### config.mk
export PLATFORM = sky130hd
export DESIGN_NAME = wls_latency
export DESIGN_NICKNAME = d
export VERILOG_FILES = /design/src/rtl/wls_pkg.sv /design/src/rtl/wls_latency.sv
export SDC_FILE = /design/constraint.sdc
export NUM_CORES = 2
export LEC_CHECK = 0
export BUFFER_PORTS_ARGS = -buffer_cell sky130_fd_sc_hd__buf_2
export CAP_MARGIN = 20
export CORE_UTILIZATION = 35
export CTS_CLUSTER_SIZE = 20
export DETAILED_ROUTE_END_ITERATION = 10
export PLACE_DENSITY_LB_ADDON = 0.25
export REMOVE_ABC_BUFFERS = 1
export SLEW_MARGIN = 40
export SYNTH_ARGS = -nofsm -noshare
export SYNTH_HDL_FRONTEND = slang
export SYNTH_SLANG_ARGS = --single-unit
### constraint.sdc
create_clock -name clk -period 8.36 [get_ports clk]
set_clock_uncertainty 0.15 [all_clocks]
set_input_delay 1.672 -clock clk [delete_from_list [all_inputs] [get_ports clk]]
set_output_delay 1.672 -clock clk [all_outputs]
set_load 0.01 [all_outputs]
### src/rtl/wls_pkg.sv
// ----------------------------------------------------------------------------
// wls_pkg
// Shared types and constants for the wakeup latency statistics block:
// item codes, register indexes, stream field layout and arithmetic constants.
// ----------------------------------------------------------------------------
package wls_pkg;

  // Histogram depth default, handed to the top level parameter
  localparam int HIST_BINS_DEF = 1024;

  // Field widths
  localparam int ACTION_W = 2;
  localparam int SEC_W    = 32;
  localparam int NSEC_W   = 30;
  localparam int BIN_W    = 10;
  localparam int LAT_W    = 32;
  localparam int STAT_W   = 64;
  localparam int CFG_W    = 32;
  localparam int CFG_A_W  = 2;
  localparam int IV_W     = 20;
  localparam int IV_NS_W  = 30;

  // Stream layout: input tdata = now_sec, now_nsec, bin_index (72 bits)
  localparam int IN_TDATA_W   = 72;
  localparam int IN_TUSER_W   = 2;
  // Output tdata = latency, max, min, count, total, bin, hit, finished (258 -> 264)
  localparam int OUT_TDATA_W  = 264;
  localparam int OUT_LAT_LO   = 0;
  localparam int OUT_MAX_LO   = 32;
  localparam int OUT_MIN_LO   = 64;
  localparam int OUT_CNT_LO   = 96;
  localparam int OUT_TOT_LO   = 160;
  localparam int OUT_BIN_LO   = 224;
  localparam int OUT_HIT_BIT  = 256;
  localparam int OUT_FIN_BIT  = 257;
  localparam int OUT_PAD_W    = 6;

  // Time constants
  localparam logic [30:0] NS_PER_S_1 = 31'd1_000_000_000;
  localparam logic [30:0] NS_PER_S_2 = 31'd2_000_000_000;
  localparam logic [9:0]  NS_PER_US  = 10'd1000;
  localparam logic [IV_NS_W-1:0] IV_NS_RST = 30'd1_000_000;

  // floor(x / 1000) = (x * DIV1000_MUL) >> DIV1000_SH, exact for x < 2^32
  localparam logic [28:0] DIV1000_MUL = 29'd274_877_907;
  localparam int          DIV1000_SH  = 38;
  localparam logic signed [34:0] US_PER_S = 35'sd1_000_000;

  // Seconds difference past which the latency saturates
  localparam logic signed [32:0] SEC_DIFF_SAT = 33'sd4295;

  // Item kinds
  typedef enum logic [ACTION_W-1:0] {
    ACT_START  = 2'd0,
    ACT_SAMPLE = 2'd1,
    ACT_READ   = 2'd2
  } action_t;

  // Register indexes
  typedef enum logic [CFG_A_W-1:0] {
    CFG_INTERVAL = 2'd0,
    CFG_BREAK    = 2'd1,
    CFG_LIMIT    = 2'd2
  } cfg_idx_t;

  // Live configuration
  typedef struct packed {
    logic [IV_NS_W-1:0] iv_ns;
    logic [LAT_W-1:0]   thr;
    logic [CFG_W-1:0]   limit;
  } cfg_t;

  // Item leaving the latency pipeline
  typedef struct packed {
    logic             valid;
    action_t          action;
    logic [BIN_W-1:0] bin_index;
    logic [LAT_W-1:0] lat;
  } lat_item_t;

endpackage

### src/rtl/wls_latency.sv
// ----------------------------------------------------------------------------
// wls_latency
// Deadline tracking and four-stage latency pipeline: deadline advance,
// seconds difference, divide by 1000 through a reciprocal multiply, clamp.
// ----------------------------------------------------------------------------
module wls_latency (
  input  logic                        clk,
  input  logic                        rst_n,
  input  logic                        step,
  input  logic                        in_fire,
  input  wls_pkg::action_t            in_action,
  input  logic [wls_pkg::SEC_W-1:0]   in_now_sec,
  input  logic [wls_pkg::NSEC_W-1:0]  in_now_nsec,
  input  logic [wls_pkg::BIN_W-1:0]   in_bin_index,
  input  logic [wls_pkg::IV_NS_W-1:0] iv_ns,
  output wls_pkg::lat_item_t          p4_o
);

  // Deadline state
  logic [wls_pkg::SEC_W-1:0]  dl_sec_r, dl_sec_nxt;
  logic [wls_pkg::NSEC_W-1:0] dl_nsec_r, dl_nsec_nxt;
  logic [wls_pkg::SEC_W-1:0]  base_sec;
  logic [wls_pkg::NSEC_W-1:0] base_nsec;
  logic [30:0]                nsec_sum;
  logic                       dl_load;

  // Stage 1
  logic                       p1_valid_r;
  wls_pkg::action_t           p1_action_r;
  logic [wls_pkg::BIN_W-1:0]  p1_bin_r;
  logic [wls_pkg::SEC_W-1:0]  p1_now_sec_r, p1_dl_sec_r;
  logic [wls_pkg::NSEC_W-1:0] p1_now_nsec_r, p1_dl_nsec_r;
  logic signed [32:0]         sec_diff;
  logic                       p2_sat_nxt, p2_neg_nxt;
  logic signed [13:0]         p2_dp_nxt;
  logic [30:0]                p2_ndp_nxt;

  // Stage 2
  logic                       p2_valid_r;
  wls_pkg::action_t           p2_action_r;
  logic [wls_pkg::BIN_W-1:0]  p2_bin_r;
  logic                       p2_sat_r, p2_neg_r;
  logic signed [13:0]         p2_dp_r;
  logic [30:0]                p2_ndp_r;
  logic signed [34:0]         dp_ext;
  logic signed [34:0]         p3_m_nxt;
  logic [59:0]                q_prod;
  logic [20:0]                p3_q_nxt;

  // Stage 3
  logic                       p3_valid_r;
  wls_pkg::action_t           p3_action_r;
  logic [wls_pkg::BIN_W-1:0]  p3_bin_r;
  logic                       p3_sat_r, p3_neg_r;
  logic signed [34:0]         p3_m_r;
  logic [20:0]                p3_q_r;
  logic signed [34:0]         lat_sum;
  logic [wls_pkg::LAT_W-1:0]  p4_lat_nxt;

  // Stage 4
  logic                       p4_valid_r;
  wls_pkg::action_t           p4_action_r;
  logic [wls_pkg::BIN_W-1:0]  p4_bin_r;
  logic [wls_pkg::LAT_W-1:0]  p4_lat_r;

  // Advance the deadline by one interval and normalize nanoseconds
  always_comb begin
    base_sec  = (in_action == wls_pkg::ACT_START) ? in_now_sec : dl_sec_r;
    base_nsec = (in_action == wls_pkg::ACT_START) ? in_now_nsec : dl_nsec_r;
    nsec_sum  = 31'(base_nsec) + 31'(iv_ns);
    priority if (nsec_sum >= wls_pkg::NS_PER_S_2) begin
      dl_sec_nxt  = base_sec + 32'd2;
      dl_nsec_nxt = 30'(nsec_sum - wls_pkg::NS_PER_S_2);
    end else if (nsec_sum >= wls_pkg::NS_PER_S_1) begin
      dl_sec_nxt  = base_sec + 32'd1;
      dl_nsec_nxt = 30'(nsec_sum - wls_pkg::NS_PER_S_1);
    end else begin
      dl_sec_nxt  = base_sec;
      dl_nsec_nxt = 30'(nsec_sum);
    end
  end

  // Samples past a stop advance the deadline too; it is never used after a stop
  assign dl_load = in_fire &&
                   (in_action == wls_pkg::ACT_START || in_action == wls_pkg::ACT_SAMPLE);

  always_ff @(posedge clk) begin
    if (!rst_n) begin
      dl_sec_r  <= '0;
      dl_nsec_r <= '0;
    end else if (dl_load) begin
      dl_sec_r  <= dl_sec_nxt;
      dl_nsec_r <= dl_nsec_nxt;
    end
  end

  // Stage 1: seconds difference, shifted by one second so nanoseconds stay positive
  always_comb begin
    sec_diff   = $signed({1'b0, p1_now_sec_r}) - $signed({1'b0, p1_dl_sec_r});
    p2_sat_nxt = sec_diff > wls_pkg::SEC_DIFF_SAT;
    p2_neg_nxt = sec_diff < -33'sd1;
    p2_dp_nxt  = 14'(sec_diff - 33'sd1);
    p2_ndp_nxt = 31'(p1_now_nsec_r) + wls_pkg::NS_PER_S_1 - 31'(p1_dl_nsec_r);
  end

  // Stage 2: whole seconds to microseconds, nanoseconds to microseconds
  always_comb begin
    dp_ext   = {{21{p2_dp_r[13]}}, p2_dp_r};
    p3_m_nxt = dp_ext * wls_pkg::US_PER_S;
    q_prod   = 60'(p2_ndp_r) * 60'(wls_pkg::DIV1000_MUL);
    p3_q_nxt = q_prod[wls_pkg::DIV1000_SH +: 21];
  end

  // Stage 3: combine, clamp negatives to zero, saturate at 32 bits
  always_comb begin
    lat_sum = p3_m_r + $signed({14'd0, p3_q_r});
    priority if (p3_sat_r) begin
      p4_lat_nxt = '1;
    end else if (p3_neg_r || lat_sum <= 35'sd0) begin
      p4_lat_nxt = '0;
    end else if (lat_sum[34:32] != 3'd0) begin
      p4_lat_nxt = '1;
    end else begin
      p4_lat_nxt = lat_sum[31:0];
    end
  end

  // Advance valid flags
  always_ff @(posedge clk) begin
    if (!rst_n) begin
      p1_valid_r <= 1'b0;
      p2_valid_r <= 1'b0;
      p3_valid_r <= 1'b0;
      p4_valid_r <= 1'b0;
    end else if (step) begin
      p1_valid_r <= in_fire;
      p2_valid_r <= p1_valid_r;
      p3_valid_r <= p2_valid_r;
      p4_valid_r <= p3_valid_r;
    end
  end

  // Advance payload
  always_ff @(posedge clk) begin
    if (step) begin
      p1_action_r   <= in_action;
      p1_bin_r      <= in_bin_index;
      p1_now_sec_r  <= in_now_sec;
      p1_now_nsec_r <= in_now_nsec;
      p1_dl_sec_r   <= dl_sec_nxt;
      p1_dl_nsec_r  <= dl_nsec_nxt;

      p2_action_r <= p1_action_r;
      p2_bin_r    <= p1_bin_r;
      p2_sat_r    <= p2_sat_nxt;
      p2_neg_r    <= p2_neg_nxt;
      p2_dp_r     <= p2_dp_nxt;
      p2_ndp_r    <= p2_ndp_nxt;

      p3_action_r <= p2_action_r;
      p3_bin_r    <= p2_bin_r;
      p3_sat_r    <= p2_sat_r;
      p3_neg_r    <= p2_neg_r;
      p3_m_r      <= p3_m_nxt;
      p3_q_r      <= p3_q_nxt;

      p4_action_r <= p3_action_r;
      p4_bin_r    <= p3_bin_r;
      p4_lat_r    <= p4_lat_nxt;
    end
  end

  assign p4_o.valid     = p4_valid_r;
  assign p4_o.action    = p4_action_r;
  assign p4_o.bin_index = p4_bin_r;
  assign p4_o.lat       = p4_lat_r;

endmodule

# After elaboration in Yosys (flattened, before gate mapping)
# Index checks and enable logic that the tools add are counted.
op_classes:
  n_reduce_logical: 5
  mul: 2
  n_addsub: 10
  magnitude_cmp: 5
  n_eq_ne: 1
  muxes: 8
op_table:
  columns: ["op", "n"]
  rows:
  - ["32-bit 2-to-1 mux", 5]
  - ["30-bit 2-to-1 mux", 3]
  - ["30-bit subtractor (second input constant)", 2]
  - ["31-bit by 29-bit multiplier with 59-bit output (second input constant)", 1]
  - ["35-bit by 22-bit adder with 35-bit output", 1]
  - ["35-bit by 1-bit <= comparator with 1-bit output (second input constant)", 1]
  - ["33-bit by 14-bit > comparator with 1-bit output (second input constant)", 1]
  - ["33-bit by 1-bit less-than comparator with 1-bit output (second input constant)", 1]
  - ["32-bit by 32-bit subtractor with 33-bit output", 1]
  - ["32-bit by 1-bit adder with 32-bit output (second input constant)", 1]
  - ["32-bit by 2-bit adder with 32-bit output (second input constant)", 1]
  - ["30-bit by 30-bit adder with 31-bit output", 1]
  - ["30-bit by 30-bit adder with 31-bit output (second input constant)", 1]
  - ["31-bit by 30-bit greater-or-equal comparator with 1-bit output (second input constant)", 1]
  - ["31-bit greater-or-equal comparator (second input constant)", 1]
  - ["31-bit by 30-bit subtractor with 31-bit output", 1]
  - ["14-bit by 15-bit multiplier with 29-bit output (second input constant)", 1]
  - ["14-bit by 2-bit subtractor with 14-bit output (second input constant)", 1]
  - ["3-bit nonzero test", 1]
  - ["2-bit by 1-bit == test with 1-bit output (second input constant)", 1]
  - ["2-bit zero test", 1]
  - ["1-bit logical OR", 2]
  - ["1-bit logical AND", 1]
totals:
  output_inout_bits: 45
  ff_bits: 369
  elab_cells: 58

# Logic depth before layout (Yosys ltp)
depth:
  word_depth: 6
  mapped_depth: 31
  mapped_depth_nobuf: 29

# Worst setup path after synthesis
# Ideal clock, no wire load.
synth_path:
  path_kind: "input-to-reg"
  startpoint: "input port in_action[0]"
  endpoint: "register dl_sec_r[30] in the netlist's numbering"
  path_buffers: 6
  setup_slack_ns: 0.673
  path_stages: 25
  setup_time_ns: 0.116
  required_time_ns: 8.094
  arrival_ns: 7.422
  cell_sequence: "or2_2 -> clkbuf_1 -> clkbuf_1 -> buf_1 -> clkbuf_1 -> buf_1 -> buf_1 -> nand2_1 -> nand2_1 -> ha_1 -> fa_1 -> a211o_1 -> a41oi_2 -> o211ai_2 -> xnor2_1 -> ha_1 -> o211ai_2 -> a311o_1 -> nor2b_4 -> o31a_4 -> o211ai_4 -> a2111oi_4 -> and3_1 -> o311a_1 -> a31o_1"
synth_between:
  elab_chain_len: 6
  word_cells_on_any_way: 13
  classes_between: "add/sub: 3; order compare: 2; eq/ne: 1; mux: 4; reduce/logical: 3"
synth_lines:
  columns: ["item", "line_no", "rtl"]
  rows:
  - ["start, declared", "wls_latency.sv:11", "input wls_pkg::action_t in_action,"]
  - ["2-bit zero test", "wls_latency.sv:68, wls_latency.sv:69, wls_latency.sv:85", null]
  - ["30-bit 2-to-1 mux", "wls_latency.sv:69", "base_nsec = (in_action == wls_pkg::ACT_START) ? in_now_nsec : dl_nsec_r;"]
  - ["30-bit by 30-bit adder with 31-bit output", "wls_latency.sv:70", "nsec_sum = 31'(base_nsec) + 31'(iv_ns);"]
  - ["31-bit by 30-bit greater-or-equal comparator with 1-bit output", "wls_latency.sv:74", "end else if (nsec_sum >= wls_pkg::NS_PER_S_1) begin"]
  - ["32-bit 2-to-1 mux", "wls_latency.sv:74", null]
  - ["32-bit 2-to-1 mux", "wls_latency.sv:71", "priority if (nsec_sum >= wls_pkg::NS_PER_S_2) begin"]
  - ["end signal, assigned", "wls_latency.sv:92", "dl_sec_r <= dl_sec_nxt;"]
  - ["end, declared", "wls_latency.sv:20", "logic [wls_pkg::SEC_W-1:0] dl_sec_r, dl_sec_nxt;"]
# Parallel ways exist; a longest one is shown, timed or not.
# A chain may end at the register's enable or synchronous reset.

# Final worst setup path
layout_path:
  startpoint: "register p2_ndp_r[8]"
  endpoint: "register p3_q_r[20] (data pin)"
layout_between:
  elab_chain_len: 1
layout_lines:
  columns: ["item", "line_no", "rtl"]
  rows:
  - ["start, declared", "wls_latency.sv:44", "logic [30:0] p2_ndp_r;"]
  - ["start signal, assigned", "wls_latency.sv:158", "p2_ndp_r <= p2_ndp_nxt;"]
  - ["31-bit by 29-bit multiplier with 59-bit output", "wls_latency.sv:110", "q_prod = 60'(p2_ndp_r) * 60'(wls_pkg::DIV1000_MUL);"]
  - ["via q_prod[58]", "wls_latency.sv:47", "logic [59:0] q_prod;"]
  - ["end signal, assigned", "wls_latency.sv:165", "p3_q_r <= p3_q_nxt;"]
  - ["end, declared", "wls_latency.sv:56", "logic [20:0] p3_q_r;"]
# The timed path passes the listed nets, and every way through them passes these cells.

==> results.sh <==
export IMPL_worstSetupStartpointType="flip-flop"
export IMPL_rsz0062_at_grt="false"
export IMPL_cts_max_path_buffers=3
export IMPL_grt_ovfl_total=0
export IMPL_grt_pass1_vias=27600
export IMPL_cts_buffers=45
export IMPL_max_freq_ghz=0.126
export IMPL_wire_per_inst_um=17.6
export IMPL_pin_count=153
export IMPL_num_rows=121
export IMPL_critPathBufInv=8
export IMPL_via_per_inst=4.90
export IMPL_path_max_fanout=10
export IMPL_cp_arrival_ps=8150
export IMPL_status="finished clean"
export IMPL_syn_inst=3873
export IMPL_tns_ps=0
export IMPL_htree_levels=2
export IMPL_nets=5141
export IMPL_holdWs_ps=264
export IMPL_synth_area_mm2=0.0387
export IMPL_synthFlopType="edfxtp_1"
export IMPL_cp_slowest_cell="fa_1"
export IMPL_grt_use_total_pct=17.5
export IMPL_dp_hpwl_um=80300
export IMPL_ys_types=94
export IMPL_final_hold_viol_count=0
export IMPL_worst_setup_path_end_kind="flip-flop"
export IMPL_maxSlewViolCount=0
export IMPL_finalCritPeriodShare_pct=95.2
export IMPL_timing_slew_headroom_pct=43.9
export IMPL_vias=27300
export IMPL_multiInputGateArea_mm2=0.0252
export IMPL_seq_area_mm2=0.0104
export IMPL_area_growth_pct=11.9
export IMPL_critPathKind="reg2reg"
export IMPL_die_y_um=335
export IMPL_drt_first_pass_iters=7
export IMPL_die_w_um=335
export IMPL_avgSynthCellArea_um2=10.0
export IMPL_cts_tree="yes"
export IMPL_fillers=11000
export IMPL_grt_pass1_wl_um=154000
export IMPL_ys_seq_elements=369
export IMPL_drv_cap=0
export IMPL_clkLatencyLatePin_ps=580
export IMPL_drt_iter0_drc=1496
export IMPL_async_flop_share_pct=0
export IMPL_clkTransAtPathRegs_ps=70
export IMPL_tightest_slew_ps=841
export IMPL_antenna_found_initial=15
export IMPL_root_buffer="clkbuf_16"
export IMPL_grt_max_degree=159
export IMPL_core_mm2=0.109
export IMPL_ys_seq_area_share_pct=26.9
export IMPL_cp_common_cell="fa_1"
export IMPL_antenna_left=0
export IMPL_routed_wirelength_um=97900
export IMPL_yosys_warnings=0
export IMPL_cpLargestDelayFamily="adder cells"
export IMPL_cpPeakStageDelay_ps=540
export IMPL_fin_crit_ps=7960
export IMPL_finalWeightedCongestion=0.891
export IMPL_drc=0
export IMPL_die_area_mm2=0.112
export IMPL_hold_class="reg2reg"
export IMPL_layout_commonest_cell="inv_1"
export IMPL_layout_common_cells="inv_1 (743), ha_1 (637), fa_1 (339), edfxtp_1 (303), nand2_1 (284)"
export IMPL_cts_sinks=369
export IMPL_drive_gt1_share_pct=8.80
export IMPL_synth_edf_count=303
export IMPL_setup_viol=0
export IMPL_initial_core_util_pct=35.4
export IMPL_cp_required_ps=8560
export IMPL_port_buffers=152
-- sequential cells by signal (all words and copies together), names as in the netlist, 2 cells and up --
signal / count
p2_bin_r: 10
p2_ndp_r: 31
p3_action_r: 2
p2_action_r: 2
p2_dp_r: 14
p1_now_nsec_r: 30
p4_lat_r: 32
p4_action_r: 2
p1_dl_sec_r: 32
p3_m_r: 29
dl_sec_r: 32
p3_q_r: 21
p1_dl_nsec_r: 30
dl_nsec_r: 30
p3_bin_r: 10
p1_now_sec_r: 32
p1_action_r: 2
p4_bin_r: 10
p1_bin_r: 10
-- layer usage --
metal	global-route usage [%]	share of wire [%]	routed length [um]	vias to the layer above
li1	-	-	-	13600
met1	23.7	47	46300	13200
met2	29.7	47	46300	413
met3	2.23	3.3	3240	118
met4	3.74	2.0	1940	8
met5	0	0.047	46	-
-- what timing repair did --
item | CTS | global route
endpoints found under the setup margin | 0 | 8
gates resized for setup | 0 | 4
hold buffers | 0 | 0
setup buffers | 0 | 5
-- cell usage after synthesis (65+ instances only) --
cell	n	area, um^2
a21o_1	65	488
a21oi_1	196	981
dfxtp_1	66	1320
edfxtp_1	303	9100
fa_1	339	6790
ha_1	638	7980
inv_1	743	2790
nand2_1	284	1070
nand3_1	94	470
nor2_1	171	642
o21ai_0	89	445
xnor2_1	120	1050
xor2_1	65	569
-- logic make-up (layout without fill, tap and decap cells) --
family          count (synthesis)  count (layout)  share of synthesized area (%)
fa+ha+maj                     977             977                           38.1
simple gates                  837             837                           10.4
buf+inv                       825            1045                           8.09
compound gates                646             646                           11.4
flops                         369             369                           26.9
xor+xnor                      185             185                           4.18
mux                            34              34                          0.902
other cells                     0               2                              0
-- final cells by class --
cell class	instances	area share [%]
Clock buffer	55	2.85
Tap cell	1476	4.26
Multi-Input combinational cell	2679	58.3
Antenna cell	2	0.0116
Inverter	743	6.44
Sequential cell	369	24.1
Timing Repair Buffer	218	3.05
Clock inverter	29	1.05
-- metrics by stage --
step	area, um^2	setup WS, ps	util (%)	cells
2_1_floorplan	38400	-2200	-	3791
3_3_place_gp	41500	219	38.0	5478
3_5_place_dp	41500	148	38.0	5479
4_1_cts	43200	121	39.5	5563
5_1_grt	43300	6.48	39.6	5570
6_report	43300	405	39.6	5571
-- final timing paths --
kind / from / to / slack [ps] / cells past startpoint
worst max-delay path: p2_ndp_r[8] / p3_q_r[20] / 400 / 30
worst min-delay path: p3_action_r[0] / p4_action_r[0] / 260 / 0
worst max register to register: p2_ndp_r[8] / p3_q_r[20] / 400 / 30
worst min register to register: p3_action_r[0] / p4_action_r[0] / 260 / 0
Power is left out: the tool's default activity adds up to more than one toggle a clock period on the data nets, which glitch-free logic cannot reach.
