--- src/rtl/wls_pkg.sv ---
// ----------------------------------------------------------------------------
// wls_pkg
// Shared types and constants for the wakeup latency statistics block:
// item codes, register indexes, stream field layout and arithmetic constants.
// ----------------------------------------------------------------------------
package wls_pkg;

  // Histogram depth default, handed to the top level parameter
  localparam int HIST_BINS_DEF = 1024;

  // Field widths
  localparam int ACTION_W = 2;
  localparam int SEC_W    = 32;
  localparam int NSEC_W   = 30;
  localparam int BIN_W    = 10;
  localparam int LAT_W    = 32;
  localparam int STAT_W   = 64;
  localparam int CFG_W    = 32;
  localparam int CFG_A_W  = 2;
  localparam int IV_W     = 20;
  localparam int IV_NS_W  = 30;

  // Stream layout: input tdata = now_sec, now_nsec, bin_index (72 bits)
  localparam int IN_TDATA_W   = 72;
  localparam int IN_TUSER_W   = 2;
  // Output tdata = latency, max, min, count, total, bin, hit, finished (258 -> 264)
  localparam int OUT_TDATA_W  = 264;
  localparam int OUT_LAT_LO   = 0;
  localparam int OUT_MAX_LO   = 32;
  localparam int OUT_MIN_LO   = 64;
  localparam int OUT_CNT_LO   = 96;
  localparam int OUT_TOT_LO   = 160;
  localparam int OUT_BIN_LO   = 224;
  localparam int OUT_HIT_BIT  = 256;
  localparam int OUT_FIN_BIT  = 257;
  localparam int OUT_PAD_W    = 6;

  // Time constants
  localparam logic [30:0] NS_PER_S_1 = 31'd1_000_000_000;
  localparam logic [30:0] NS_PER_S_2 = 31'd2_000_000_000;
  localparam logic [9:0]  NS_PER_US  = 10'd1000;
  localparam logic [IV_NS_W-1:0] IV_NS_RST = 30'd1_000_000;

  // floor(x / 1000) = (x * DIV1000_MUL) >> DIV1000_SH, exact for x < 2^32
  localparam logic [28:0] DIV1000_MUL = 29'd274_877_907;
  localparam int          DIV1000_SH  = 38;
  localparam logic signed [34:0] US_PER_S = 35'sd1_000_000;

  // Seconds difference past which the latency saturates
  localparam logic signed [32:0] SEC_DIFF_SAT = 33'sd4295;

  // Item kinds
  typedef enum logic [ACTION_W-1:0] {
    ACT_START  = 2'd0,
    ACT_SAMPLE = 2'd1,
    ACT_READ   = 2'd2
  } action_t;

  // Register indexes
  typedef enum logic [CFG_A_W-1:0] {
    CFG_INTERVAL = 2'd0,
    CFG_BREAK    = 2'd1,
    CFG_LIMIT    = 2'd2
  } cfg_idx_t;

  // Live configuration
  typedef struct packed {
    logic [IV_NS_W-1:0] iv_ns;
    logic [LAT_W-1:0]   thr;
    logic [CFG_W-1:0]   limit;
  } cfg_t;

  // Item leaving the latency pipeline
  typedef struct packed {
    logic             valid;
    action_t          action;
    logic [BIN_W-1:0] bin_index;
    logic [LAT_W-1:0] lat;
  } lat_item_t;

endpackage

--- src/rtl/wls_stats.sv ---
// ----------------------------------------------------------------------------
// wls_stats
// Commit stage: issues the histogram read, updates max, min, count, total and
// the stop flag in order, writes the bin back and registers the result.
// ----------------------------------------------------------------------------
module wls_stats #(
  parameter  int HIST_BINS = wls_pkg::HIST_BINS_DEF,
  localparam int AW        = $clog2(HIST_BINS)
) (
  input  logic                             clk,
  input  logic                             rst_n,
  input  logic                             step,
  input  wls_pkg::lat_item_t               p4_i,
  input  wls_pkg::cfg_t                    cfg_i,
  input  logic [wls_pkg::LAT_W-1:0]        cur_data,
  output logic [AW-1:0]                    rd_addr,
  output logic                             wr_en,
  output logic [AW-1:0]                    wr_addr,
  output logic [wls_pkg::LAT_W-1:0]        wr_data,
  output logic                             out_valid,
  output logic [wls_pkg::OUT_TDATA_W-1:0]  out_data
);

  // Read issue stage
  logic                       p5_inr_nxt;
  logic                       p5_valid_r;
  wls_pkg::action_t           p5_action_r;
  logic [wls_pkg::LAT_W-1:0]  p5_lat_r;
  logic [AW-1:0]              p5_addr_r;
  logic                       p5_inr_r;

  // Running statistics
  logic [wls_pkg::LAT_W-1:0]  max_r, max_nxt;
  logic [wls_pkg::LAT_W-1:0]  min_r, min_nxt;
  logic [wls_pkg::STAT_W-1:0] cnt_r, cnt_nxt;
  logic [wls_pkg::STAT_W-1:0] tot_r, tot_nxt;
  logic                       stopped_r, stopped_nxt;
  logic [wls_pkg::STAT_W:0]   tot_sum;
  logic                       smp;
  logic [wls_pkg::LAT_W-1:0]  lat_c;
  logic                       hit;
  logic [wls_pkg::LAT_W-1:0]  bin_v;

  // Output register
  logic                             out_valid_r;
  logic [wls_pkg::OUT_TDATA_W-1:0]  out_data_r, out_data_nxt;

  // Pick the bin to read: the latency for samples, the index for reads
  always_comb begin
    if (p4_i.action == wls_pkg::ACT_SAMPLE) begin
      rd_addr    = AW'(p4_i.lat);
      p5_inr_nxt = p4_i.lat < 32'(HIST_BINS);
    end else begin
      rd_addr    = AW'(p4_i.bin_index);
      p5_inr_nxt = {22'd0, p4_i.bin_index} < 32'(HIST_BINS);
    end
  end

  always_ff @(posedge clk) begin
    if (!rst_n) begin
      p5_valid_r <= 1'b0;
    end else if (step) begin
      p5_valid_r <= p4_i.valid;
    end
  end

  always_ff @(posedge clk) begin
    if (step) begin
      p5_action_r <= p4_i.action;
      p5_lat_r    <= p4_i.lat;
      p5_addr_r   <= rd_addr;
      p5_inr_r    <= p5_inr_nxt;
    end
  end

  // Commit one item; samples after a stop change nothing
  always_comb begin
    smp     = p5_valid_r && p5_action_r == wls_pkg::ACT_SAMPLE && !stopped_r;
    lat_c   = smp ? p5_lat_r : '0;
    max_nxt = (smp && p5_lat_r > max_r) ? p5_lat_r : max_r;
    min_nxt = (smp && p5_lat_r < min_r) ? p5_lat_r : min_r;
    cnt_nxt = (smp && cnt_r != '1) ? cnt_r + 64'd1 : cnt_r;
    tot_sum = {1'b0, tot_r} + {33'd0, lat_c};
    tot_nxt = tot_sum[wls_pkg::STAT_W] ? '1 : tot_sum[wls_pkg::STAT_W-1:0];
    hit     = smp && p5_lat_r > cfg_i.thr;
    stopped_nxt = stopped_r || hit ||
                  (smp && cfg_i.limit != '0 && cnt_nxt >= {32'd0, cfg_i.limit});
    bin_v   = (p5_valid_r && p5_action_r == wls_pkg::ACT_READ && p5_inr_r) ?
              cur_data : '0;
    out_data_nxt = {{wls_pkg::OUT_PAD_W{1'b0}}, stopped_nxt, hit, bin_v,
                    tot_nxt, cnt_nxt, min_nxt, max_nxt, lat_c};
  end

  // Bin write back, saturating
  assign wr_en   = step && smp && p5_inr_r && cur_data != '1;
  assign wr_addr = p5_addr_r;
  assign wr_data = cur_data + 32'd1;

  always_ff @(posedge clk) begin
    if (!rst_n) begin
      max_r     <= '0;
      min_r     <= '1;
      cnt_r     <= '0;
      tot_r     <= '0;
      stopped_r <= 1'b0;
    end else if (step) begin
      max_r     <= max_nxt;
      min_r     <= min_nxt;
      cnt_r     <= cnt_nxt;
      tot_r     <= tot_nxt;
      stopped_r <= stopped_nxt;
    end
  end

  // Result register; refilled when the pipeline steps with an item in the commit stage
  always_ff @(posedge clk) begin
    if (!rst_n) begin
      out_valid_r <= 1'b0;
    end else if (step) begin
      out_valid_r <= p5_valid_r;
    end
  end

  always_ff @(posedge clk) begin
    if (step && p5_valid_r) begin
      out_data_r <= out_data_nxt;
    end
  end

  assign out_valid = out_valid_r;
  assign out_data  = out_data_r;

endmodule

--- config.mk ---
export PLATFORM = sky130hd
export DESIGN_NAME = wls_stats
export DESIGN_NICKNAME = d
export VERILOG_FILES = /design/src/rtl/wls_pkg.sv /design/src/rtl/wls_stats.sv
export SDC_FILE = /design/constraint.sdc
export NUM_CORES = 1
export LEC_CHECK = 0
export BUFFER_PORTS_ARGS = -buffer_cell sky130_fd_sc_hd__buf_2
export CORE_MARGIN = 2
export CORE_UTILIZATION = 55
export DETAILED_ROUTE_END_ITERATION = 8
export GPL_TIMING_DRIVEN = 0
export PLACE_DENSITY = 0.79
export SLEW_MARGIN = 20
export SYNTH_ARGS = -nofsm -noshare
export SYNTH_HDL_FRONTEND = slang
export SYNTH_SLANG_ARGS = --single-unit
--- constraint.sdc ---
create_clock -name clk -period 9 [get_ports clk]
set_clock_uncertainty 0.2 [all_clocks]
set_input_delay 0.45 -clock clk [delete_from_list [all_inputs] [get_ports clk]]
set_output_delay 0.45 -clock clk [all_outputs]
set_load 0.01 [all_outputs]
* Word level (Yosys, flattened, before mapping)
Index checks and enable logic that the tools add are counted.
Operators by class: add/subtract/negate cells 3, $lt $le $gt $ge 5, equal/unequal tests 5, multiplexer cells 6, reductions and logical operators 18
Operators with widths (number):
- two-way mux 64 bit | 2
- two-way mux 32 bit | 3
- adder 64 x 32 -> 65 bit | 1
- adder 64 x 1 -> 64 bit (second input constant) | 1
- >= comparator 64 x 32 -> 1 bit | 1
- greater-than comparator 32 bit | 2
- != test 64 bit (second input constant) | 1
- adder 32 x 1 -> 32 bit (second input constant) | 1
- less-than comparator 32 x 11 -> 1 bit (second input constant) | 1
- less-than comparator 32 bit | 1
- != test 32 bit (second input constant) | 1
- nonzero test 32 bit | 1
- logical AND 1 bit | 14
- two-way mux 10 bit | 1
- equality test 2 x 1 -> 1 bit (second input constant) | 2
- equality test 2 bit (second input constant) | 1
- logical OR 1 bit | 2
- logical NOT 1 bit | 1
Storage, ports and cells: bits in registers 498, bits of input ports 174, word-level logic and storage cells 50

* Logic depth before layout (Yosys ltp)
Gate-level depths: netlist of run 1.
depth in word-level cells 8, depth in mapped cells 19, depth with buffers taken out 19

* Worst setup path after synthesis of run 1
No wires, ideal clock.
path type input -> register, from input port step, to register out_data_r (netlist bit out_data[0]) (enable), arrival time 6.857 ns, path slack 1.290 ns, cell stages on the path 3, path through clkbuf_1 > clkbuf_1 > and2_1
On the way: cells in the longest elaborated chain, start to end 1
RTL lines:
- start: declaration | RTL line wls_stats.sv:12 | input logic step,
- logical AND 1 bit | RTL line wls_stats.sv:125 | if (step && p5_valid_r) begin
- end signal: assignment | RTL line wls_stats.sv:126 | out_data_r <= out_data_nxt;
- end: declaration | RTL line wls_stats.sv:46 | logic [wls_pkg::OUT_TDATA_W-1:0] out_data_r, out_data_nxt;
Every way passes these cells. A chain may end at the register's enable or synchronous reset.

* Worst setup path after layout of run 1
from register p5_action_r[1], to register out_data_r (netlist bit out_data[257]) (data pin)
On the way: cells in the longest elaborated chain, start to end 8, elaborated cells between the ends (all ways) 11
RTL lines:
- start: declaration | RTL line wls_stats.sv:27 | wls_pkg::action_t p5_action_r;
- start signal: assignment | RTL line wls_stats.sv:69 | p5_action_r <= p4_i.action;
- equality test 2 x 1 -> 1 bit | RTL line wls_stats.sv:78 | smp = p5_valid_r && p5_action_r == wls_pkg::ACT_SAMPLE && !stopped_r;
- logical AND 1 bit (2 in a row) | RTL line wls_stats.sv:78
- logical AND 1 bit | RTL line wls_stats.sv:82 | cnt_nxt = (smp && cnt_r != '1) ? cnt_r + 64'd1 : cnt_r;
- two-way mux 64 bit | RTL line wls_stats.sv:82
- via cnt_nxt (one bit) | RTL line wls_stats.sv:35 | logic [wls_pkg::STAT_W-1:0] cnt_r, cnt_nxt;
- >= comparator 64 x 32 -> 1 bit | RTL line wls_stats.sv:87 | (smp && cfg_i.limit != '0 && cnt_nxt >= {32'd0, cfg_i.limit});
- logical AND 1 bit | RTL line wls_stats.sv:87
- logical OR 1 bit | RTL line wls_stats.sv:86 | stopped_nxt = stopped_r || hit ||
- via stopped_nxt | RTL line wls_stats.sv:37 | logic stopped_r, stopped_nxt;
The timed path passes the listed nets, and every way through them passes these cells.

==> results.txt, run 1 <==
----------------------------------------------------
[Run status]
  Run status ... finished, final reports clean

[Placed design]
  Total cell area at the placement stage ... slightly above 30000 um^2
  Post-DP HPWL ... between 60000 and 70000 um
  Buffers on Ports ... 454
  Final estimated routing congestion in global placement ... ~1

[Floorplanning]
  Overall die area ... around 52000 um^2
  Standard-cell row count ... 82
  Initial core utilization ... between 50% and 60%
  Width of the die ... about 230 um
  Die span in y ... 228 um
  CORE AREA ... around 50000 um^2
  # IOs ... ~490

[Worst setup path]
  Slowest cell on crit path ... sky130_fd_sc_hd__nor4bb_1
  Delay of the slowest cell on the worst path ... between 800 and 900 ps
  Data arrival time of the worst path ... roughly 6300 ps
  CP Max Fanout ... 7
  CP cell instances ... nor4bb_1 > o211ai_2 > nor4_2 > nand2_1 > nor2_1 > xor2_1 > ha_1 > a211o_1 > a31oi_1 > o21bai_1 > a21o_1 > a221o_1 > a311o_1 > nor4_1 > nand3b_1 > o21a_1
  CP Capture Type ... register
  Worst path required time ... 9150 ps
  Length in cells of the worst reg-to-reg path ... 16
  Stages on the worst setup path ... 16
  Combined buffer and inverter count along the critical path ... 0
  Sort of element at the start of the critical path ... register
  Family with the most delay on the worst path ... simple AND/OR/NAND/NOR gates
  Category of the critical setup timing path ... reg -> reg

[Yosys]
  Yosys Warn Count ... 0
  Post-Syn Area ... 27600 um^2
  Cell taking the most area after synthesis ... sky130_fd_sc_hd__edfxtp_1
  Number of instances in the synthesized netlist ... between 2000 and 3000
  Most numerous cell types in the synthesized netlist ... sky130_fd_sc_hd__edfxtp_1 (303), sky130_fd_sc_hd__nand2_1 (276), sky130_fd_sc_hd__nor2_1 (198), sky130_fd_sc_hd__dfxtp_1 (195), sky130_fd_sc_hd__ha_1 (161)
  Mean instance size in the synthesized netlist ... 9.99 um^2
  Count of flip-flops with a built-in enable after synthesis ... 303
  Distinct cell type count of the synthesized netlist ... between 80 and 90
  Seq/Total Area, Yosys ... between 40% and 50%
  Flip-flop and latch count after synthesis ... approximately 500
  Leading cell types by total area after synthesis ... sky130_fd_sc_hd__edfxtp_1 (33%), sky130_fd_sc_hd__dfxtp_1 (14%), sky130_fd_sc_hd__ha_1 (7.3%)
  Fraction of registers with async set/reset ... 0%
  Most used standard cell by instance count after synthesis ... sky130_fd_sc_hd__edfxtp_1
  Most used flip-flop cell after synthesis ... sky130_fd_sc_hd__edfxtp_1
  Area share of the largest cell type after synthesis ... about a third

[Clock network]
  Maximum clock path buffer count ... 3
  Resized Gates After CTS ... 0
  Clock Pin Slew Worst Setup and Hold Paths ... 60 ps
  Later-pin clock latency in the skew report ... approximately 620 ps
  H-tree lvl count ... 2
  Root cell of the clock tree ... sky130_fd_sc_hd__clkbuf_16
  CTS tree ... built
  Number of clock sinks ... 498
  TritonCTS buffer count ... 53

[Timing]
  Final Setup Violations ... 0
  Max-slew violations ... 0
  Transition at the pin with the smallest max-transition slack ... approximately 1200 ps
  Post-layout minimum cycle time ... about 6000 ps
  Slew headroom ... between 20% and 30%
  Max Clock Freq ... about 160 MHz
  Number of endpoints with negative hold slack in the final report ... 0
  Unrepaired setup endpoints after global routing ... no
  Portion of the clock cycle consumed by the worst path in the final layout ... approximately two thirds

[Finish]
  Filler cell count in the final layout ... 3949
  Nets@finish ... roughly 3700
  Cell area after layout ... ~33000 um^2
  Share of cells above drive strength 1 ... approximately a fifth
  Relative area change from synthesis to final layout ... 21.1%
  Fin util ... roughly two thirds

[Power]
  Ratio of total power to cell area ... between 150 and 200 nW/um^2
  Clock network power share ... a little over two fifths
  Internal power component ... between 4000 and 5000 uW
  Sequential share of power ... between 40 and 50%
  Net switching share of the total power ... 24.7%
  Net switching power ... 1340 uW
  Logic gate share of total power ... between 10% and 20%
  Leakage power ... ~0.014 uW
  Maximum VDD drop ... between 0.15 and 0.2 mV

[Global routing]
  Wire length of the first global-routing pass ... about 130000 um
  Via count of the first global-routing pass ... about 24000
  Overall routing resource usage ... between 30% and 40%
  Largest net degree at the start of global routing ... 58
  Number of antenna violations at the first check in global routing ... 6
  GRT overflow ... 0

[Min path]
  Hold Crit Depth ... 2
  Worst hold path type ... in -> reg

[Drt]
  Total wirelength of the detailed-routed design ... ~90000 um
  First-iteration detailed-routing DRC count ... about 2400
  DRC ... 0
  Router iterations before antenna repair ... 6
  Via Count ... around 24000
  Number of nets still failing antenna checks after routing ... 0
  Routed WL per cell ... roughly 22 um
  Via count normalized by instance count ... slightly below 6

[Run]
  Max-cap violations ... 0

----------------------------------------------------
==> routing by layer <==
layer	GRT usage [%]	routed length, um
met1	42.4	35900
met5	0	0
met2	53.4	41200
met3	6.95	7430
met4	15.0	4060
==> power groups by stage <==
stage	clock network (uW)	registers, uW	logic [uW]
global route	2420	2570	589
global placement	0	2620	487
detailed placement	0	2610	505
floorplan	0	2610	275
CTS	2330	2560	534
finish	2300	2570	543
==> per-stage QoR <==
| step | setup WS, ps | setup TNS [ps] | power, uW | hold WS (ps) | cells |
|---|---|---|---|---|---|
| 6_report | 2830 | 0 | 5410 | 35.0 | 4083 |
| 5_1_grt | 2630 | 0 | 5580 | 28.6 | 4082 |
| 4_1_cts | 2870 | 0 | 5430 | 3.28 | 4077 |
| 3_5_place_dp | 2890 | 0 | 3120 | 270 | 3903 |
| 3_3_place_gp | -2730 | -703930 | 3110 | 256 | 3899 |
| 2_1_floorplan | 1290 | 0 | 2890 | 244 | 2773 |
==> placed cells by master, fill, tap and decap left out, types with 11 or more instances in the layout <==
cell type	instances
sky130_fd_sc_hd__clkbuf_16	57
sky130_fd_sc_hd__or3_1	11
sky130_fd_sc_hd__mux2_2	43
sky130_fd_sc_hd__a311oi_1	21
sky130_fd_sc_hd__nor4_1	32
sky130_fd_sc_hd__buf_2	491
sky130_fd_sc_hd__nand4_1	85
sky130_fd_sc_hd__o21a_1	29
sky130_fd_sc_hd__a21oi_1	94
sky130_fd_sc_hd__clkbuf_1	126
sky130_fd_sc_hd__and2_1	83
sky130_fd_sc_hd__a211o_1	40
sky130_fd_sc_hd__a21o_1	51
sky130_fd_sc_hd__nor2_1	198
sky130_fd_sc_hd__dfxtp_1	195
sky130_fd_sc_hd__xor2_1	93
sky130_fd_sc_hd__nor3_1	47
sky130_fd_sc_hd__nand3_1	144
sky130_fd_sc_hd__a311o_1	33
sky130_fd_sc_hd__edfxtp_1	303
sky130_fd_sc_hd__and3_1	62
sky130_fd_sc_hd__and4_1	19
sky130_fd_sc_hd__nor2b_1	12
sky130_fd_sc_hd__o21ai_0	67
sky130_fd_sc_hd__a211oi_1	11
sky130_fd_sc_hd__a31oi_1	29
sky130_fd_sc_hd__inv_1	158
sky130_fd_sc_hd__xnor2_1	115
sky130_fd_sc_hd__nand2_1	276
sky130_fd_sc_hd__o221ai_1	32
sky130_fd_sc_hd__ha_1	161
sky130_fd_sc_hd__mux2i_1	36
sky130_fd_sc_hd__dlygate4sd3_1	74
==> final cells by class <==
cell class | count | area (um^2) | area share [%]
Clock buffer | 74 | 1530 | 4.57
Inverter | 159 | 597 | 1.78
Buffer | 176 | 769 | 2.30
Tap cell | 672 | 841 | 2.51
Sequential cell | 498 | 13000 | 38.8
Clock inverter | 26 | 304 | 0.908
Timing Repair Buffer | 532 | 3120 | 9.32
Multi-Input combinational cell | 1940 | 13300 | 39.7
Antenna cell | 6 | 15.0 | 0.0449
==> cells by family after synthesis <==
family                     after synthesis  synth area share, %
adders and majority gates              162                 7.36
buffers and inverters                  335                 4.94
AOI/OAI and AO/OA                      472                 12.3
DFF                                    498                 47.0
other                                    1               0.0136
and+or+nand+nor                       1013                 18.7
muxes                                   79                 3.06
xor gates and xnor gates               208                 6.59
==> sequential cells by signal, summed over array words and instances (netlist names) <==
signal,count
cnt_r,64
max_r,32
min_r,32
out_data,258
out_valid,1
p5_action_r,2
p5_inr_r,1
p5_lat_r,32
p5_valid_r,1
stopped_r,1
tot_r,64
wr_addr,10
==> final timing paths <==
kind / endpoint / slack, ps / startpoint
setup reg to reg: out_data[257] / 2830 / p5_action_r[1]
hold reg to reg: max_r[4] / 280 / max_r[4]
hold / removal: out_data[224] / 30 / cur_data[0]
setup / recovery: out_data[257] / 2830 / p5_action_r[1]
==> repair_timing <==
item / in CTS / in global routing
buffers inserted: 0 / 0
hold buffers: 74 / 0
endpoints found under the hold margin: 74 / 0
Note: power is estimated with default switching activity, not from simulation.
==> run 2, diff against run 1 <==
CORE_UTILIZATION = 51   (was 55)
PLACE_DENSITY = 0.77   (was 0.79)
clock period = 5.4 ns   (was 9 ns; I/O delays follow)
==> results.txt, run 2 (synthesis results as in run 1) <==
----------------------------------------------------
[Finish]
  Number of flip-flops under the largest register name ... 258 (unchanged)
  Area of the multi-input gates ... 13400 um^2 (+0.90%)
  Fin util ... 62.6% (-4.5 points)
  Share of cells above drive strength 1 ... 20.7% (+0.84 points)
  Nets@finish ... 3702 (+0.16%)
  Sequential cell area ... 13000 um^2 (about the same)
  Most frequent cells in the layout ... sky130_fd_sc_hd__buf_2 (491), sky130_fd_sc_hd__edfxtp_1 (303), sky130_fd_sc_hd__nand2_1 (274), sky130_fd_sc_hd__nor2_1 (196), sky130_fd_sc_hd__dfxtp_1 (193)
  Relative area change from synthesis to final layout ... 21.7%
  Most frequent standard cell in the layout excluding fill and tap cells ... sky130_fd_sc_hd__buf_2
  Filler cell count in the final layout ... 4419 (+12%)
  Finished Layout Cells ... 4111 (+0.69%)

[Drt]
  Routed WL per cell ... 20.9 um (-3.5%)
  Router iterations before antenna repair ... 6 (unchanged)
  Via count normalized by instance count ... 5.83 (-2.2%)
  First-iteration detailed-routing DRC count ... 2021 (-15%)
  Via Count ... 23960 (-1.6%)
  Total wirelength of the detailed-routed design ... 86000 um (-2.8%)
  Number of nets still failing antenna checks after routing ... 0 (unchanged)
  DRC ... 0 (unchanged)

[Global routing]
  GRT overflow ... 0 (unchanged)
  Number of antenna violations at the first check in global routing ... 4 (-2)
  Via count of the first global-routing pass ... 23199 (-2.7%)
  Wire length of the first global-routing pass ... 130000 um (-2.9%)
  Largest net degree at the start of global routing ... 58 (unchanged)
  Overall routing resource usage ... 29.8% (-3.1 points)

[Floorplanning]
  Overall die area ... 56100 um^2 (+7.7%)
  Standard-cell row count ... 85 (+3.7%)
  Die span in y ... 237 um (+3.8%)
  # IOs ... 492 (unchanged)
  Initial core utilization ... 51.5% (-4.0 points)
  Width of the die ... 237 um (+3.8%)
  CORE AREA ... 53700 um^2 (+7.7%)

[Clock network]
  H-tree lvl count ... 2 (unchanged)
  TritonCTS buffer count ... 54 (+1.9%)
  Maximum clock path buffer count ... 3 (unchanged)
  Later-pin clock latency in the skew report ... 620 ps (about the same)
  CTS tree ... built
  Number of clock sinks ... 498 (unchanged)
  Root cell of the clock tree ... sky130_fd_sc_hd__clkbuf_16
  Clock Pin Slew Worst Setup and Hold Paths ... 60 ps (about the same)

[Placed design]
  Final estimated routing congestion in global placement ... 0.973 (-2.8%)
  Buffers on Ports ... 454 (unchanged)
  Post-DP HPWL ... 63800 um (-3.3%)
  Number of placed instances with taps included ... 3928 (+0.64%)
  Worst setup slack after placement ... -514 ps (-3410 ps)

[Power]
  Ratio of total power to cell area ... 262 nW/um^2 (+62%)
  Maximum VDD drop ... 0.286 mV (+74%)
  Leakage power ... 0.0139 uW (+0.60%)
  Final Total Pwr ... 8820 uW (+63%)

[Worst setup path]
  Delay of the slowest cell on the worst path ... 450 ps (-360 ps)
  Sort of element at the start of the critical path ... register
  Combined buffer and inverter count along the critical path ... 6 (+6)
  CP Capture Type ... register
  Category of the critical setup timing path ... reg -> reg
  CP Max Fanout ... 10 (+3)
  Slowest cell on crit path ... sky130_fd_sc_hd__nor4bb_4
  Data arrival time of the worst path ... 5300 ps (-1030 ps)
  Worst path required time ... 5510 ps (-3640 ps)
  Family with the most delay on the worst path ... buffers and inverters
  CP cell instances ... nor4bb_4 > buf_2 > clkbuf_2 > and2_1 > ha_1 > buf_2 > a21oi_1 > o211ai_1 > a21oi_1 > a211o_1 > a211o_1 > a211o_1 > buf_2 > clkbuf_2 > clkbuf_1 > nand2_1

[Timing]
  Final-layout setup total negative slack ... 0 ps (unchanged)
  Max Clock Freq ... 193 MHz (+19%)
  Unrepaired setup endpoints after global routing ... no
  Post-layout minimum cycle time ... 5190 ps (-983 ps)
  Number of endpoints with negative hold slack in the final report ... 0 (unchanged)
  Final Setup Violations ... 0 (unchanged)
  Slew headroom ... 31.5% (+8.3 points)
  Portion of the clock cycle consumed by the worst path in the final layout ... 96.1% (+28 points)
  Max-slew violations ... 0 (unchanged)
  Worst path setup slack after routing ... 212 ps (-2620 ps)
  Transition at the pin with the smallest max-transition slack ... 1020 ps (-134 ps)

[Run]
  Max-cap violations ... 0 (unchanged)

[Min path]
  Worst hold path type ... in -> reg

[Run status]
  Run status ... finished, final reports clean

----------------------------------------------------
[run 2: cell count changes in the layout (fill, tap and decap cells not counted), moves of 3 or more]
cell                            before  now
sky130_fd_sc_hd__nor4_4              6   10
sky130_fd_sc_hd__buf_4              10   16
sky130_fd_sc_hd__bufinv_16           6    3
sky130_fd_sc_hd__clkbuf_1          126  111
sky130_fd_sc_hd__clkbuf_2            4   11
sky130_fd_sc_hd__inv_6               3    7
sky130_fd_sc_hd__clkinv_1            3    6
sky130_fd_sc_hd__dlygate4sd3_1      74   78
[run 2: cell type report]
class	count	share of cell area (%)
plain buffers	170	2.24
clock inverters	31	0.822
well taps	696	2.59
diodes	4	0.0298
inverters	159	1.77
flip-flops and latches	498	38.7
clock buffers	70	4.36
multi-input cells	1940	39.9
repair buffers	543	9.61
[run 2: what timing repair did]
item	CTS	global route
endpoints found under the setup margin	67	68
pin swaps	0	8
resized for setup	8	27
setup buffers	0	6
hold buffers	78	0
hold endpoints to repair	105	0
[run 2: path summary, 6_finish.rpt]
check / start / end / slack (ps) / cells after the start
hold / removal: p4_i[30] / p5_lat_r[30] / 180 / 2
setup reg to reg: p5_action_r[1] / out_data[197] / 210 / 16
hold reg to reg: max_r[11] / max_r[11] / 280 / 2
setup / recovery: p5_action_r[1] / out_data[197] / 210 / 16
[run 2: stage by stage]
step / cell area (um^2) / hold WS (ps)
3_5_place_dp: 30900 / 259
3_3_place_gp: 30800 / 256
6_report: 33600 / 183
2_1_floorplan: 27700 / 169
4_1_cts: 33500 / 146
5_1_grt: 33600 / 173
[run 2: per-layer routing]
layer	track usage [%]	part of all wire, %	up-vias
met5	0	0	-
met4	12.1	4.0	0
met3	5.50	7.7	188
met2	49.3	47	1086
met1	38.6	41	11426
li1	-	-	11260
[run 2: where the power goes]
group,total [uW],leakage (uW),switching [uW],internal [uW]
Clock,3640,0.000853,1560,2080
Sequential,4270,0.00422,116,4150
Combinational,906,0.00882,536,370
[run 2: worst reg2reg max path: stages, from the launching register on]
cell,delay [ps]
sky130_fd_sc_hd__edfxtp_1,440
sky130_fd_sc_hd__nor4bb_4,450
sky130_fd_sc_hd__buf_2,370
sky130_fd_sc_hd__clkbuf_2,290
sky130_fd_sc_hd__and2_1,300
sky130_fd_sc_hd__ha_1,270
sky130_fd_sc_hd__buf_2,160
sky130_fd_sc_hd__a21oi_1,210
sky130_fd_sc_hd__o211ai_1,130
sky130_fd_sc_hd__a21oi_1,360
sky130_fd_sc_hd__a211o_1,210
sky130_fd_sc_hd__a211o_1,250
sky130_fd_sc_hd__a211o_1,160
sky130_fd_sc_hd__buf_2,210
sky130_fd_sc_hd__clkbuf_2,330
sky130_fd_sc_hd__clkbuf_1,360
sky130_fd_sc_hd__nand2_1,190
